## src/hdl/akf_pkg.sv

```systemverilog
// ----------------------------------------------------------------------------
// akf_pkg
// shared types and constants for the angle kalman filter
// ----------------------------------------------------------------------------
`default_nettype none
package akf_pkg;
   localparam int unsigned WordWidth = 32;
   localparam int unsigned CsrIdxWidth = 2;
   localparam logic [30:0] AngleNoiseReset = 31'd16777;
   localparam logic [30:0] BiasNoiseReset = 31'd50332;
   localparam logic [30:0] MeasureNoiseReset = 31'd503316;
   localparam logic [31:0] StepTimeReset = 32'd2684355;

   localparam logic [1:0] CSR_ANGLE_NOISE = 2'd0;
   localparam logic [1:0] CSR_BIAS_NOISE = 2'd1;
   localparam logic [1:0] CSR_MEASURE_NOISE = 2'd2;
   localparam logic [1:0] CSR_STEP_TIME = 2'd3;

   typedef enum logic [4:0] {
      ST_IDLE, ST_RATE, ST_M_ANG, ST_ANG, ST_M_T1, ST_INNER, ST_M_PAA, ST_PAA,
      ST_PAB, ST_PBA, ST_M_PBB, ST_PBB, ST_DIV0, ST_K0, ST_DIV1, ST_K1, ST_Y,
      ST_M_C0, ST_C0, ST_M_C1, ST_C1, ST_M_C2, ST_C2, ST_M_C3, ST_C3,
      ST_M_C4, ST_C4, ST_M_C5, ST_C5, ST_OUT
   } state_type;

   // signed saturation of a wide value to 32 bits
   function automatic logic signed [31:0] sat32(input logic signed [65:0] v);
      if (v > 66'sd2147483647) return 32'sh7fffffff;
      if (v < -66'sd2147483648) return 32'sh80000000;
      return v[31:0];
   endfunction
endpackage
`default_nettype wire

```

## src/hdl/akf_if.sv

```systemverilog
// ----------------------------------------------------------------------------
// akf_req_if / akf_rsp_if
// valid/ready channels of the filter
// ----------------------------------------------------------------------------
`default_nettype none
interface akf_req_if;
   logic valid;
   logic ready;
   logic signed [31:0] measured_angle;
   logic signed [31:0] measured_rate;
   logic force_angle;
   modport source(output valid, measured_angle, measured_rate, force_angle,
                  input ready);
   modport sink(input valid, measured_angle, measured_rate, force_angle,
                output ready);
endinterface

interface akf_rsp_if;
   logic valid;
   logic ready;
   logic signed [31:0] filtered_angle;
   logic signed [31:0] bias_estimate;
   modport source(output valid, filtered_angle, bias_estimate, input ready);
   modport sink(input valid, filtered_angle, bias_estimate, output ready);
endinterface
`default_nettype wire

```

## src/hdl/akf_serial_mul.sv

```systemverilog
// ----------------------------------------------------------------------------
// akf_serial_mul
// bit-serial signed multiply, 33 x 33 bits, one bit per cycle, rounded shift
// ----------------------------------------------------------------------------
`default_nettype none
module akf_serial_mul (
   input  wire logic               clock,
   input  wire logic               reset,
   input  wire logic               start,
   input  wire logic signed [32:0] a,
   input  wire logic signed [32:0] b,
   input  wire logic               shift24,
   output logic                    done,
   output logic signed [65:0]      result
);
   logic signed [65:0] acc_ff, acc_in;
   logic signed [65:0] mcand_ff, mcand_in;
   logic [32:0] mplier_ff, mplier_in;
   logic [5:0] count_ff, count_in;
   logic busy_ff, busy_in;
   logic done_ff, done_in;
   logic sh24_ff, sh24_in;
   logic signed [65:0] rnd;

   always_comb begin
      acc_in = acc_ff;
      mcand_in = mcand_ff;
      mplier_in = mplier_ff;
      count_in = count_ff;
      busy_in = busy_ff;
      done_in = 1'b0;
      sh24_in = sh24_ff;
      if (start) begin
         acc_in = '0;
         mcand_in = 66'(a);
         mplier_in = b;
         count_in = '0;
         busy_in = 1'b1;
         sh24_in = shift24;
      end else if (busy_ff) begin
         // top multiplier bit carries negative weight
         if (mplier_ff[0]) begin
            if (count_ff == 6'd32) acc_in = acc_ff - mcand_ff;
            else acc_in = acc_ff + mcand_ff;
         end
         mcand_in = mcand_ff <<< 1;
         mplier_in = mplier_ff >> 1;
         count_in = count_ff + 6'd1;
         if (count_ff == 6'd32) begin
            busy_in = 1'b0;
            done_in = 1'b1;
         end
      end
   end

   always_ff @(posedge clock) begin
      if (reset) begin
         busy_ff <= 1'b0;
         done_ff <= 1'b0;
         count_ff <= '0;
      end else begin
         busy_ff <= busy_in;
         done_ff <= done_in;
         count_ff <= count_in;
      end
      acc_ff <= acc_in;
      mcand_ff <= mcand_in;
      mplier_ff <= mplier_in;
      sh24_ff <= sh24_in;
   end

   always_comb begin
      if (sh24_ff) rnd = (acc_ff + 66'sd8388608) >>> 24;
      else rnd = (acc_ff + 66'sd2147483648) >>> 32;
   end
   assign done = done_ff;
   assign result = rnd;
endmodule
`default_nettype wire

```

## src/hdl/akf_serial_div.sv

```systemverilog
// ----------------------------------------------------------------------------
// akf_serial_div
// restoring divide, one quotient bit per cycle, truncates toward zero
// ----------------------------------------------------------------------------
`default_nettype none
module akf_serial_div (
   input  wire logic               clock,
   input  wire logic               reset,
   input  wire logic               start,
   input  wire logic signed [31:0] num,
   input  wire logic signed [32:0] den,
   output logic                    done,
   output logic signed [31:0]      gain
);
   // |num|*2^24 fits in 56 bits
   logic [55:0] quo_ff, quo_in;
   logic [56:0] rem_ff, rem_in;
   logic [32:0] dmag_ff, dmag_in;
   logic neg_ff, neg_in, zero_ff, zero_in;
   logic [5:0] count_ff, count_in;
   logic busy_ff, busy_in, done_ff, done_in;
   logic [56:0] trial;
   logic [31:0] nmag;
   logic [56:0] qsat;

   always_comb begin
      quo_in = quo_ff;
      rem_in = rem_ff;
      dmag_in = dmag_ff;
      neg_in = neg_ff;
      zero_in = zero_ff;
      count_in = count_ff;
      busy_in = busy_ff;
      done_in = 1'b0;
      nmag = num[31] ? 32'(-num) : 32'(num);
      trial = {rem_ff[55:0], quo_ff[55]} - {24'd0, dmag_ff};
      if (start) begin
         quo_in = {nmag, 24'd0};
         rem_in = '0;
         dmag_in = den[32] ? 33'(-den) : 33'(den);
         neg_in = num[31] ^ den[32];
         zero_in = (den == 33'sd0);
         count_in = '0;
         busy_in = 1'b1;
      end else if (busy_ff) begin
         if (!trial[56]) begin
            rem_in = trial;
            quo_in = {quo_ff[54:0], 1'b1};
         end else begin
            rem_in = {rem_ff[55:0], quo_ff[55]};
            quo_in = {quo_ff[54:0], 1'b0};
         end
         count_in = count_ff + 6'd1;
         if (count_ff == 6'd55) begin
            busy_in = 1'b0;
            done_in = 1'b1;
         end
      end
   end

   always_ff @(posedge clock) begin
      if (reset) begin
         busy_ff <= 1'b0;
         done_ff <= 1'b0;
         count_ff <= '0;
      end else begin
         busy_ff <= busy_in;
         done_ff <= done_in;
         count_ff <= count_in;
      end
      quo_ff <= quo_in;
      rem_ff <= rem_in;
      dmag_ff <= dmag_in;
      neg_ff <= neg_in;
      zero_ff <= zero_in;
   end

   always_comb begin
      qsat = neg_ff ? -{1'b0, quo_ff} : {1'b0, quo_ff};
      if (zero_ff) gain = '0;
      else gain = akf_pkg::sat32(66'(signed'(qsat)));
   end
   assign done = done_ff;
endmodule
`default_nettype wire

```

## src/hdl/angle_kalman_filter.sv

```systemverilog
// ----------------------------------------------------------------------------
// angle_kalman_filter
// two-state angle/bias kalman filter, fixed point, bit-serial arithmetic
// ----------------------------------------------------------------------------
// One request beat gives one response beat. A force beat goes straight to
// ST_OUT, which sets the registered response valid; a filter beat first runs
// ten bit-serial multiplies, two restoring divides and five further steps,
// all run one after another on a single multiplier and a single divider. The
// request side is closed while an item is in work or its response waits, so
// the next beat is taken at the earliest in the cycle after the response beat.
`default_nettype none
module angle_kalman_filter (
   input  wire logic       clock,
   input  wire logic       reset,
   akf_req_if.sink         req,
   akf_rsp_if.source       rsp,
   input  wire logic       csr_write,
   input  wire logic [akf_pkg::CsrIdxWidth-1:0] csr_index,
   input  wire logic [31:0] csr_data
);
   typedef logic signed [31:0] w_type;
   akf_pkg::state_type state_ff, state_in;
   logic [30:0] qa_ff, qb_ff, r_ff;
   logic [31:0] dt_ff;
   w_type ang_ff, bias_ff, paa_ff, pab_ff, pba_ff, pbb_ff;
   w_type z_ff, w_ff, t_ff, k0_ff, k1_ff, y_ff, p00_ff, p01_ff;
   w_type ang_in, bias_in, paa_in, pab_in, pba_in, pbb_in;
   w_type z_in, w_in, t_in, k0_in, k1_in, y_in, p00_in, p01_in;
   logic rv_ff, rv_in;
   logic mstart, m24, mdone, dstart, ddone;
   logic signed [32:0] ma, mb, dden;
   logic signed [65:0] mres;
   w_type dnum, dgain;

   akf_serial_mul u_mul (.clock, .reset, .start(mstart), .a(ma), .b(mb),
      .shift24(m24), .done(mdone), .result(mres));
   akf_serial_div u_div (.clock, .reset, .start(dstart), .num(dnum),
      .den(dden), .done(ddone), .gain(dgain));

   function automatic logic signed [65:0] x(input w_type v);
      return 66'(v);
   endfunction

   always_comb begin
      state_in = state_ff;
      {ang_in, bias_in, paa_in, pab_in, pba_in, pbb_in} =
         {ang_ff, bias_ff, paa_ff, pab_ff, pba_ff, pbb_ff};
      {z_in, w_in, t_in, k0_in, k1_in, y_in, p00_in, p01_in} =
         {z_ff, w_ff, t_ff, k0_ff, k1_ff, y_ff, p00_ff, p01_ff};
      rv_in = rv_ff;
      mstart = 1'b0;
      m24 = 1'b0;
      ma = '0;
      mb = '0;
      dstart = 1'b0;
      dnum = paa_ff;
      dden = 33'(paa_ff) + 33'(signed'({2'b0, r_ff}));
      if (rv_ff && rsp.ready) rv_in = 1'b0;
      case (state_ff)
         akf_pkg::ST_IDLE: begin
            if (req.valid && !rv_ff) begin
               z_in = req.measured_angle;
               w_in = req.measured_rate;
               if (req.force_angle) begin
                  ang_in = req.measured_angle;
                  state_in = akf_pkg::ST_OUT;
               end else state_in = akf_pkg::ST_RATE;
            end
         end
         akf_pkg::ST_RATE: begin
            t_in = akf_pkg::sat32(x(w_ff) - x(bias_ff));
            state_in = akf_pkg::ST_M_ANG;
         end
         akf_pkg::ST_M_ANG: begin
            mstart = 1'b1; ma = 33'({1'b0, dt_ff}); mb = 33'(t_ff);
            state_in = akf_pkg::ST_ANG;
         end
         akf_pkg::ST_ANG: if (mdone) begin
            ang_in = akf_pkg::sat32(x(ang_ff) + mres);
            state_in = akf_pkg::ST_M_T1;
         end
         akf_pkg::ST_M_T1: begin
            mstart = 1'b1; ma = 33'({1'b0, dt_ff}); mb = 33'(pbb_ff);
            state_in = akf_pkg::ST_INNER;
         end
         akf_pkg::ST_INNER: if (mdone) begin
            t_in = mres[31:0]; // |dt*pbb| < 2^31
            y_in = akf_pkg::sat32(mres - x(pab_ff) - x(pba_ff) +
                                  66'(signed'({1'b0, qa_ff})));
            state_in = akf_pkg::ST_M_PAA;
         end
         akf_pkg::ST_M_PAA: begin
            mstart = 1'b1; ma = 33'({1'b0, dt_ff}); mb = 33'(y_ff);
            state_in = akf_pkg::ST_PAA;
         end
         akf_pkg::ST_PAA: if (mdone) begin
            paa_in = akf_pkg::sat32(x(paa_ff) + mres);
            state_in = akf_pkg::ST_PAB;
         end
         akf_pkg::ST_PAB: begin
            pab_in = akf_pkg::sat32(x(pab_ff) - x(t_ff));
            state_in = akf_pkg::ST_PBA;
         end
         akf_pkg::ST_PBA: begin
            pba_in = akf_pkg::sat32(x(pba_ff) - x(t_ff));
            state_in = akf_pkg::ST_M_PBB;
         end
         akf_pkg::ST_M_PBB: begin
            mstart = 1'b1; ma = 33'({2'b0, qb_ff}); mb = 33'({1'b0, dt_ff});
            state_in = akf_pkg::ST_PBB;
         end
         akf_pkg::ST_PBB: if (mdone) begin
            pbb_in = akf_pkg::sat32(x(pbb_ff) + mres);
            state_in = akf_pkg::ST_DIV0;
         end
         akf_pkg::ST_DIV0: begin
            dstart = 1'b1; dnum = paa_ff;
            state_in = akf_pkg::ST_K0;
         end
         akf_pkg::ST_K0: if (ddone) begin
            k0_in = dgain;
            state_in = akf_pkg::ST_DIV1;
         end
         akf_pkg::ST_DIV1: begin
            dstart = 1'b1; dnum = pba_ff;
            state_in = akf_pkg::ST_K1;
         end
         akf_pkg::ST_K1: if (ddone) begin
            k1_in = dgain;
            state_in = akf_pkg::ST_Y;
         end
         akf_pkg::ST_Y: begin
            y_in = akf_pkg::sat32(x(z_ff) - x(ang_ff));
            p00_in = paa_ff;
            p01_in = pab_ff;
            state_in = akf_pkg::ST_M_C0;
         end
         akf_pkg::ST_M_C0: begin
            mstart = 1'b1; m24 = 1'b1; ma = 33'(k0_ff); mb = 33'(y_ff);
            state_in = akf_pkg::ST_C0;
         end
         akf_pkg::ST_C0: if (mdone) begin
            ang_in = akf_pkg::sat32(x(ang_ff) + mres);
            state_in = akf_pkg::ST_M_C1;
         end
         akf_pkg::ST_M_C1: begin
            mstart = 1'b1; m24 = 1'b1; ma = 33'(k1_ff); mb = 33'(y_ff);
            state_in = akf_pkg::ST_C1;
         end
         akf_pkg::ST_C1: if (mdone) begin
            bias_in = akf_pkg::sat32(x(bias_ff) + mres);
            state_in = akf_pkg::ST_M_C2;
         end
         akf_pkg::ST_M_C2: begin
            mstart = 1'b1; m24 = 1'b1; ma = 33'(k0_ff); mb = 33'(p00_ff);
            state_in = akf_pkg::ST_C2;
         end
         akf_pkg::ST_C2: if (mdone) begin
            paa_in = akf_pkg::sat32(x(paa_ff) - mres);
            state_in = akf_pkg::ST_M_C3;
         end
         akf_pkg::ST_M_C3: begin
            mstart = 1'b1; m24 = 1'b1; ma = 33'(k0_ff); mb = 33'(p01_ff);
            state_in = akf_pkg::ST_C3;
         end
         akf_pkg::ST_C3: if (mdone) begin
            pab_in = akf_pkg::sat32(x(pab_ff) - mres);
            state_in = akf_pkg::ST_M_C4;
         end
         akf_pkg::ST_M_C4: begin
            mstart = 1'b1; m24 = 1'b1; ma = 33'(k1_ff); mb = 33'(p00_ff);
            state_in = akf_pkg::ST_C4;
         end
         akf_pkg::ST_C4: if (mdone) begin
            pba_in = akf_pkg::sat32(x(pba_ff) - mres);
            state_in = akf_pkg::ST_M_C5;
         end
         akf_pkg::ST_M_C5: begin
            mstart = 1'b1; m24 = 1'b1; ma = 33'(k1_ff); mb = 33'(p01_ff);
            state_in = akf_pkg::ST_C5;
         end
         akf_pkg::ST_C5: if (mdone) begin
            pbb_in = akf_pkg::sat32(x(pbb_ff) - mres);
            state_in = akf_pkg::ST_OUT;
         end
         akf_pkg::ST_OUT: begin
            rv_in = 1'b1;
            state_in = akf_pkg::ST_IDLE;
         end
         default: state_in = akf_pkg::ST_IDLE;
      endcase
   end

   assign req.ready = (state_ff == akf_pkg::ST_IDLE) && !rv_ff;
   assign rsp.valid = rv_ff;
   assign rsp.filtered_angle = ang_ff;
   assign rsp.bias_estimate = bias_ff;

   always_ff @(posedge clock) begin
      if (reset) begin
         state_ff <= akf_pkg::ST_IDLE;
         rv_ff <= 1'b0;
         qa_ff <= akf_pkg::AngleNoiseReset;
         qb_ff <= akf_pkg::BiasNoiseReset;
         r_ff <= akf_pkg::MeasureNoiseReset;
         dt_ff <= akf_pkg::StepTimeReset;
         {ang_ff, bias_ff, paa_ff, pab_ff, pba_ff, pbb_ff} <= '0;
      end else begin
         state_ff <= state_in;
         rv_ff <= rv_in;
         {ang_ff, bias_ff, paa_ff, pab_ff, pba_ff, pbb_ff} <=
            {ang_in, bias_in, paa_in, pab_in, pba_in, pbb_in};
         if (csr_write) begin
            case (csr_index)
               akf_pkg::CSR_ANGLE_NOISE: qa_ff <= csr_data[30:0];
               akf_pkg::CSR_BIAS_NOISE: qb_ff <= csr_data[30:0];
               akf_pkg::CSR_MEASURE_NOISE: r_ff <= csr_data[30:0];
               akf_pkg::CSR_STEP_TIME: dt_ff <= csr_data;
               default: ;
            endcase
         end
      end
      {z_ff, w_ff, t_ff, k0_ff, k1_ff, y_ff, p00_ff, p01_ff} <=
         {z_in, w_in, t_in, k0_in, k1_in, y_in, p00_in, p01_in};
   end
endmodule
`default_nettype wire

```

## src/flat_wrapper.sv

```systemverilog
// flat-port wrapper written by rule: the top's interface ports become plain ports
module angle_kalman_filter_flat 
  (clock, reset, csr_write, csr_index, csr_data, req_valid, req_measured_angle, req_measured_rate, req_force_angle, req_ready, rsp_valid, rsp_filtered_angle, rsp_bias_estimate, rsp_ready);
  akf_req_if req_i ();
  akf_rsp_if rsp_i ();
  input  wire logic clock;
  input  wire logic reset;
  input  wire logic csr_write;
  input  wire logic [akf_pkg::CsrIdxWidth-1:0] csr_index;
  input  wire logic [31:0] csr_data;
  input wire logic [$bits(req_i.valid)-1:0] req_valid;
  input wire logic [$bits(req_i.measured_angle)-1:0] req_measured_angle;
  input wire logic [$bits(req_i.measured_rate)-1:0] req_measured_rate;
  input wire logic [$bits(req_i.force_angle)-1:0] req_force_angle;
  output wire logic [$bits(req_i.ready)-1:0] req_ready;
  output wire logic [$bits(rsp_i.valid)-1:0] rsp_valid;
  output wire logic [$bits(rsp_i.filtered_angle)-1:0] rsp_filtered_angle;
  output wire logic [$bits(rsp_i.bias_estimate)-1:0] rsp_bias_estimate;
  input wire logic [$bits(rsp_i.ready)-1:0] rsp_ready;
  assign req_i.valid = req_valid;
  assign req_i.measured_angle = req_measured_angle;
  assign req_i.measured_rate = req_measured_rate;
  assign req_i.force_angle = req_force_angle;
  assign req_ready = req_i.ready;
  assign rsp_valid = rsp_i.valid;
  assign rsp_filtered_angle = rsp_i.filtered_angle;
  assign rsp_bias_estimate = rsp_i.bias_estimate;
  assign rsp_i.ready = rsp_ready;
  angle_kalman_filter u_core (.clock(clock), .reset(reset), .req(req_i), .rsp(rsp_i), .csr_write(csr_write), .csr_index(csr_index), .csr_data(csr_data));
endmodule
```

## config.mk

```make
export PLATFORM = sky130hd
export DESIGN_NAME = angle_kalman_filter_flat
export DESIGN_NICKNAME = d
export VERILOG_FILES = /design/src/hdl/akf_pkg.sv /design/src/hdl/akf_if.sv /design/src/hdl/akf_serial_mul.sv /design/src/hdl/akf_serial_div.sv /design/src/hdl/angle_kalman_filter.sv /design/src/flat_wrapper.sv
export SDC_FILE = /design/constraint.sdc
export NUM_CORES = 2
export LEC_CHECK = 0
export ABC_AREA = 1
export BUFFER_PORTS_ARGS = -buffer_cell sky130_fd_sc_hd__buf_4
export CORE_MARGIN = 2
export CORE_UTILIZATION = 40
export CTS_CLUSTER_SIZE = 30
export DETAILED_ROUTE_END_ITERATION = 10
export PLACE_DENSITY = 0.66
export SETUP_SLACK_MARGIN = 0.15
export SYNTH_ARGS = -nofsm -noshare
export SYNTH_HDL_FRONTEND = slang
export SYNTH_SLANG_ARGS = --single-unit
export TNS_END_PERCENT = 30
```

## constraint.sdc

```tcl
create_clock -name clock -period 16 [get_ports clock]
set_input_delay 4.8 -clock clock [delete_from_list [all_inputs] [get_ports clock]]
set_output_delay 4.8 -clock clock [all_outputs]
set_load 0.1 [all_outputs]
```

Word level (Yosys, flattened, before mapping). Cells that the tools add are included.

Output and inout bits: 66. Register bits after elaboration: 908. Input bits: 104. Word-level logic and storage cells: 403.

Multiplexer cells: 214. Add/subtract/negate cells: 26. Equality and inequality tests: 48. Bitwise gates (word level): 3. Reductions and logical operators: 47. Order comparisons: 28.

Operators by type and width (number): 32-bit 2-to-1 mux (74); 66-bit by 32-bit > comparator with 1-bit output, second input constant (13); 66-bit by 32-bit < comparator with 1-bit output, second input constant (13); 32-bit case mux with 2 select lines (6); 32-bit by 66-bit adder with 66-bit output (4); 66-bit 2-to-1 mux (4); 32-bit by 66-bit subtractor with 66-bit output (4); 33-bit case mux with 6 select lines (1); 56-bit 2-to-1 mux (3); 5-bit case mux with 29 select lines (1); 33-bit case mux with 4 select lines (1); 32-bit by 32-bit subtractor with 33-bit output (4); 66-bit by 32-bit subtractor with 66-bit output (2); 1-bit 2-to-1 mux (106); 32-bit case mux with 3 select lines (1); 5-bit equality test, second input constant (14); 5-bit 2-to-1 mux (14); 66-bit by 25-bit adder with 66-bit output, second input constant (1); 66-bit by 32-bit adder with 66-bit output (1); 66-bit by 33-bit adder with 66-bit output, second input constant (1); 66-bit adder (1); 33-bit 2-to-1 mux (2); 66-bit subtractor (1); 57-bit by 32-bit > comparator with 1-bit output, second input constant (1); 34 further kinds (93).

Longest topological paths before layout.
Depth after elaboration: 16. Gate-level depth with buffers: 41. Gate-level depth less buffers: 41.

Cells and area by module. A second synthesis with hierarchy kept.

Cells, all modules: 20534. Area total of the unflattened synthesis: 118970.4 um^2.

By module, submodules not included: angle_kalman_filter (area each 88917.8 um^2, times used 1, cells each 15699, seq. area each 14153.6 um^2); akf_serial_mul (area each 16639.7 um^2, times used 1, cells each 2739, seq. area each 4484.3 um^2); akf_serial_div (area each 13412.9 um^2, times used 1, cells each 2096, seq. area each 3773.6 um^2).

Least setup slack after synthesis. OpenSTA, ideal clock, no wires.

Path type: input to register. Start point: input req_valid. End point: register u_core.w_ff[0], enable pin. Buffers on the path: 0. Cell stages on the path: 2. Arrival time: 9.180 ns. Library setup time: 0.565 ns. Path slack: 6.256 ns. Required time: 15.435 ns. Path through: inv_1 -> nor3_1.

Cells in the longest elaborated chain, start to end: 2.

Ends and longest elaborated chain: from (decl) (RTL line flat_wrapper.sv:11) `input wire logic [$bits(req_i.valid)-1:0] req_valid;`; 1-bit logical AND (RTL line angle_kalman_filter.sv:61) `if (req.valid && !rv_ff) begin`; 2-bit AND reduction (no line); to (signal assigned) (RTL line angle_kalman_filter.sv:223) `{z_ff, w_ff, t_ff, k0_ff, k1_ff, y_ff, p00_ff, p01_ff} <=`; to (decl) (RTL line angle_kalman_filter.sv:26) `w_type z_ff, w_ff, t_ff, k0_ff, k1_ff, y_ff, p00_ff, p01_ff;`.

Every way passes these cells. A chain may end at the register's enable or synchronous reset.

Worst setup path after layout.
Start point: register u_core.u_mul.acc_ff[23]. End point: register u_core.y_ff[8] (data pin).

Cells in the longest elaborated chain, start to end: 14. Elaborated cells between the ends (all ways): 20. Classes of those cells: 5 x add/sub; 2 x order compare; 13 x mux.

Ends and longest elaborated chain: from (decl) (RTL line akf_serial_mul.sv:16) `logic signed [65:0] acc_ff, acc_in;`; from (signal assigned) (RTL line akf_serial_mul.sv:66) `acc_ff <= acc_in;`; 66-bit by 33-bit adder with 66-bit output / 66-bit by 25-bit adder with 66-bit output (equally long branches) (RTL line akf_serial_mul.sv:74, akf_serial_mul.sv:73); 66-bit 2-to-1 mux (*) (RTL line akf_serial_mul.sv:73) `if (sh24_ff) rnd = (acc_ff + 66'sd8388608) >>> 24;`; 66-bit by 32-bit subtractor with 66-bit output (*) (2 in a row) (RTL line angle_kalman_filter.sv:88) `y_in = akf_pkg::sat32(mres - x(pab_ff) - x(pba_ff) +`; 66-bit by 32-bit adder with 66-bit output (*) (RTL line angle_kalman_filter.sv:88); 66-bit by 32-bit < comparator with 1-bit output (RTL line akf_pkg.sv:29) `if (v < -66'sd2147483648) return 32'sh80000000;`; 1-bit 2-to-1 mux (2 in a row) (RTL line akf_pkg.sv:29); 1-bit 2-to-1 mux (RTL line angle_kalman_filter.sv:86) `akf_pkg::ST_INNER: if (mdone) begin`; 1-bit 2-to-1 mux (RTL line angle_kalman_filter.sv:59) `case (state_ff)`; 32-bit 2-to-1 mux (RTL line akf_pkg.sv:30) `return v[31:0];`; 32-bit 2-to-1 mux (*) (RTL line akf_pkg.sv:29); 32-bit 2-to-1 mux (*) (RTL line angle_kalman_filter.sv:86); 32-bit case mux with 2 select lines (*) (RTL line angle_kalman_filter.sv:59); named net u_core.y_in[8] (RTL line angle_kalman_filter.sv:28) `w_type z_in, w_in, t_in, k0_in, k1_in, y_in, p00_in, p01_in;`; to (signal assigned) (RTL line angle_kalman_filter.sv:223); to (decl) (RTL line angle_kalman_filter.sv:26).

Mark *: on every way through the listed nets, which the timed path passes. The rest lies on a longest branch. The select of a mux whose other input is x is not followed.

==> reports/results.tsv <==
metric	value	unit
hold_viol_final	0	
met3_length	42600	um
root_buffer	clkbuf_16	
viasPerCell	5.62	
drt_iter0_markers	12000	
critical_path_class	reg2reg	
cts_tree	done	
drc	3	
met2_length	181000	um
clock_latency	0.84	ns
crit_path_start_kind	flip-flop	
antenna_found_initial	20	
nets	15400	
syn_area	91900	um2
vias	99300	
synth_edf_count	423	
worst_ep_required_time	16.59	ns
m1WireLength	178000	um
grt_overflow	0	
crit_buf_inv	7	
crit_family	simple AND/OR/NAND/NOR gates	
dp.cells	17400	
ys_ff_latch	908	
final.period_utilization	52.6	%
rsz0062_at_grt	false	
final_cells	17700	
crit_top_cell	nand2_1	
synthToLayoutAreaGrowth	9.19	%
period_needed	8.41	ns
worstMarginPinSlew	1.19	ns
cp-end-kind	flip-flop	
layout-drive-gt1-share	4.86	%
synthFlopType	dfxtp_1	
async_flop_share	0	%
top_layer	met5	
initial_utilization	40.3	%
yosysUniqueCellTypes	84	
cts_hold_buf	0	
die_h	483	um
post_cts_resized	0	
cap_viol_max_count	0	
avgSynthCellArea	6.33	um2
cts.sinks	908	
clock-skew-final	0.0941	ns
timing.final.ws_setup	7.59	ns
slew_headroom	20.5	%
grt_max_degree	112	
clockBufferDepth	3	
slew_violations	0	
dp_hpwl	348000	um
fp.dieW	483	um
grt_usage	35.7	%
cts_setup_buffers	0	
htree_num_levels	3	
crit_arrival	9.00	ns
ys_seq_area_share	24.4	%
crit_path_max_fanout	31	
critPathMaxStageDelay	0.83	ns
drt_wl_total	434000	um
dieArea	233000	um2
finalSetupViolCount	0	
gp_congestion	1.05	
portBuffers	169	
syn_nets	15400	
dr.pass1.iters	10	
grt_pass1_wl	620000	um
grt_pass1_vias	91600	
place_ws	8.01	ns
p_leak	47.4	nW
synth-warning-count	0	
power_density	239	nW/um2
synthCells	14500	
cp_slowest_cell	nor4_1	
status	finished, violations left	
drt.antenna.violating_nets	0	
ir_worst_vdd	0.161	mV
max_freq	119	MHz
std_cell_rows	175	
timing.setup.tns	0	ns
cts.clk_slew.worst_paths	0.06	ns
io_pins	170	
cts_inserted_buffers	111	
hp-class	reg2reg	
core	228000	um2
wl_per_cell	24.6	um
failed_checks	design-rule violations	
final timing paths:
kind	from	to	slack [ns]	cells past startpoint
hold reg to reg	u_core.u_div.rem_ff[17]$_SDFFE_PN0P_	u_core.u_div.rem_ff[17]$_SDFFE_PN0P_	0.47	2
setup reg to reg	u_core.u_mul.acc_ff[23]$_SDFFE_PN0P_	u_core.y_ff[8]$_DFFE_PP_	7.59	32
setup / recovery	u_core.u_mul.acc_ff[23]$_SDFFE_PN0P_	u_core.y_ff[8]$_DFFE_PP_	7.59	32
hold / removal	u_core.u_div.rem_ff[17]$_SDFFE_PN0P_	u_core.u_div.rem_ff[17]$_SDFFE_PN0P_	0.47	2
metal layers:
layer / up-vias / track usage [%]
li1: 47100 / -
met1: 46100 / 46.7
met2: 4988 / 53.7
met3: 1082 / 7.12
met4: 14 / 22.8
met5: - / 0
cell families (layout without fill, tap and decap cells):
kind of cell / after synthesis / count (layout) / synth area share [%]
DFF: 908 / 908 / 24.4
buffers and inverters: 2535 / 2671 / 10.9
and+or+nand+nor: 6916 / 6916 / 30.6
adders and majority gates: 749 / 749 / 10.9
AOI/OAI and AO/OA: 2711 / 2711 / 16.6
other: 0 / 17 / 0
xor gates and xnor gates: 682 / 682 / 6.54
muxes: 1 / 1 / 0.0109
synth_stat cells, drive strengths merged, types with 157 or more instances:
cell	instances	area, um2
nand2	4071	15300
buf	192	1210
inv	2132	8010
clkbuf	207	777
a21oi	1268	6440
nor2	1695	6450
dfxtp	485	9710
ha	661	8270
nor3	184	976
nand4	157	1010
nand3	640	3240
o21ai	823	4220
xnor2	176	1550
edfxtp	423	12700
xor2	506	4450
registers in the layout, summed over array words and instances (netlist names), 31 cells and up:
name / flops
u_core.u_mul.mplier_ff: 33
u_core.pab_ff: 32
u_core.z_ff: 32
u_core.pba_ff: 32
u_core.k1_ff: 32
u_core.qb_ff: 31
u_core.paa_ff: 32
u_core.t_ff: 32
u_core.u_div.dmag_ff: 33
u_core.u_mul.mcand_ff: 66
u_core.u_mul.acc_ff: 66
u_core.r_ff: 31
u_core.rsp.filtered_angle: 32
u_core.p00_ff: 32
u_core.qa_ff: 31
u_core.u_div.rem_ff: 56
u_core.rsp.bias_estimate: 32
u_core.w_ff: 32
u_core.pbb_ff: 32
u_core.dt_ff: 32
u_core.k0_ff: 32
u_core.u_div.quo_ff: 56
u_core.p01_ff: 32
u_core.y_ff: 32
cells in the final DEF, fill, tap and decap left out, types with 321 or more instances in the layout:
master and instances:
nand2_1 4046, dfxtp_1 485, nor2_1 1664, edfxtp_1 423, o21ai_0 739, buf_4 321
ha_1 661, inv_1 2104, a21oi_1 1241, nand3_1 633, xor2_1 503
tightest hold or removal path, stage by stage (launching register included):
cell     delay [ns]
dfxtp_1        0.32
nand2_1        0.06
nand2_1        0.04
stage by stage:
step                utilization, %  total power, mW  cell area, um2  hold slack [ns]
detailed placement            42.2             20.5           96300            0.453
finish                        44.0             24.0          100000            0.473
global route                  44.0             25.4          100000            0.490
CTS                           44.0             23.4          100000            0.469
global placement              42.2             20.7           96300            0.447
floorplan                        -             14.7           91900            0.429
power breakdown:
part / total [mW] / internal, mW / switching (mW)
Clock: 2.80 / 1.59 / 1.20
Combinational: 17.4 / 4.84 / 12.5
Sequential: 3.79 / 3.26 / 0.533
layout make-up:
class	count	area, um2
fillers	24500	128000
multi-input cells	11100	59600
flip-flops and latches	908	22400
inverters	2136	8020
well taps	3009	3760
clock buffers	136	3040
repair buffers	323	2440
clock inverters	76	930
diodes	17	42.5
Power figures use the tool's default switching activity.
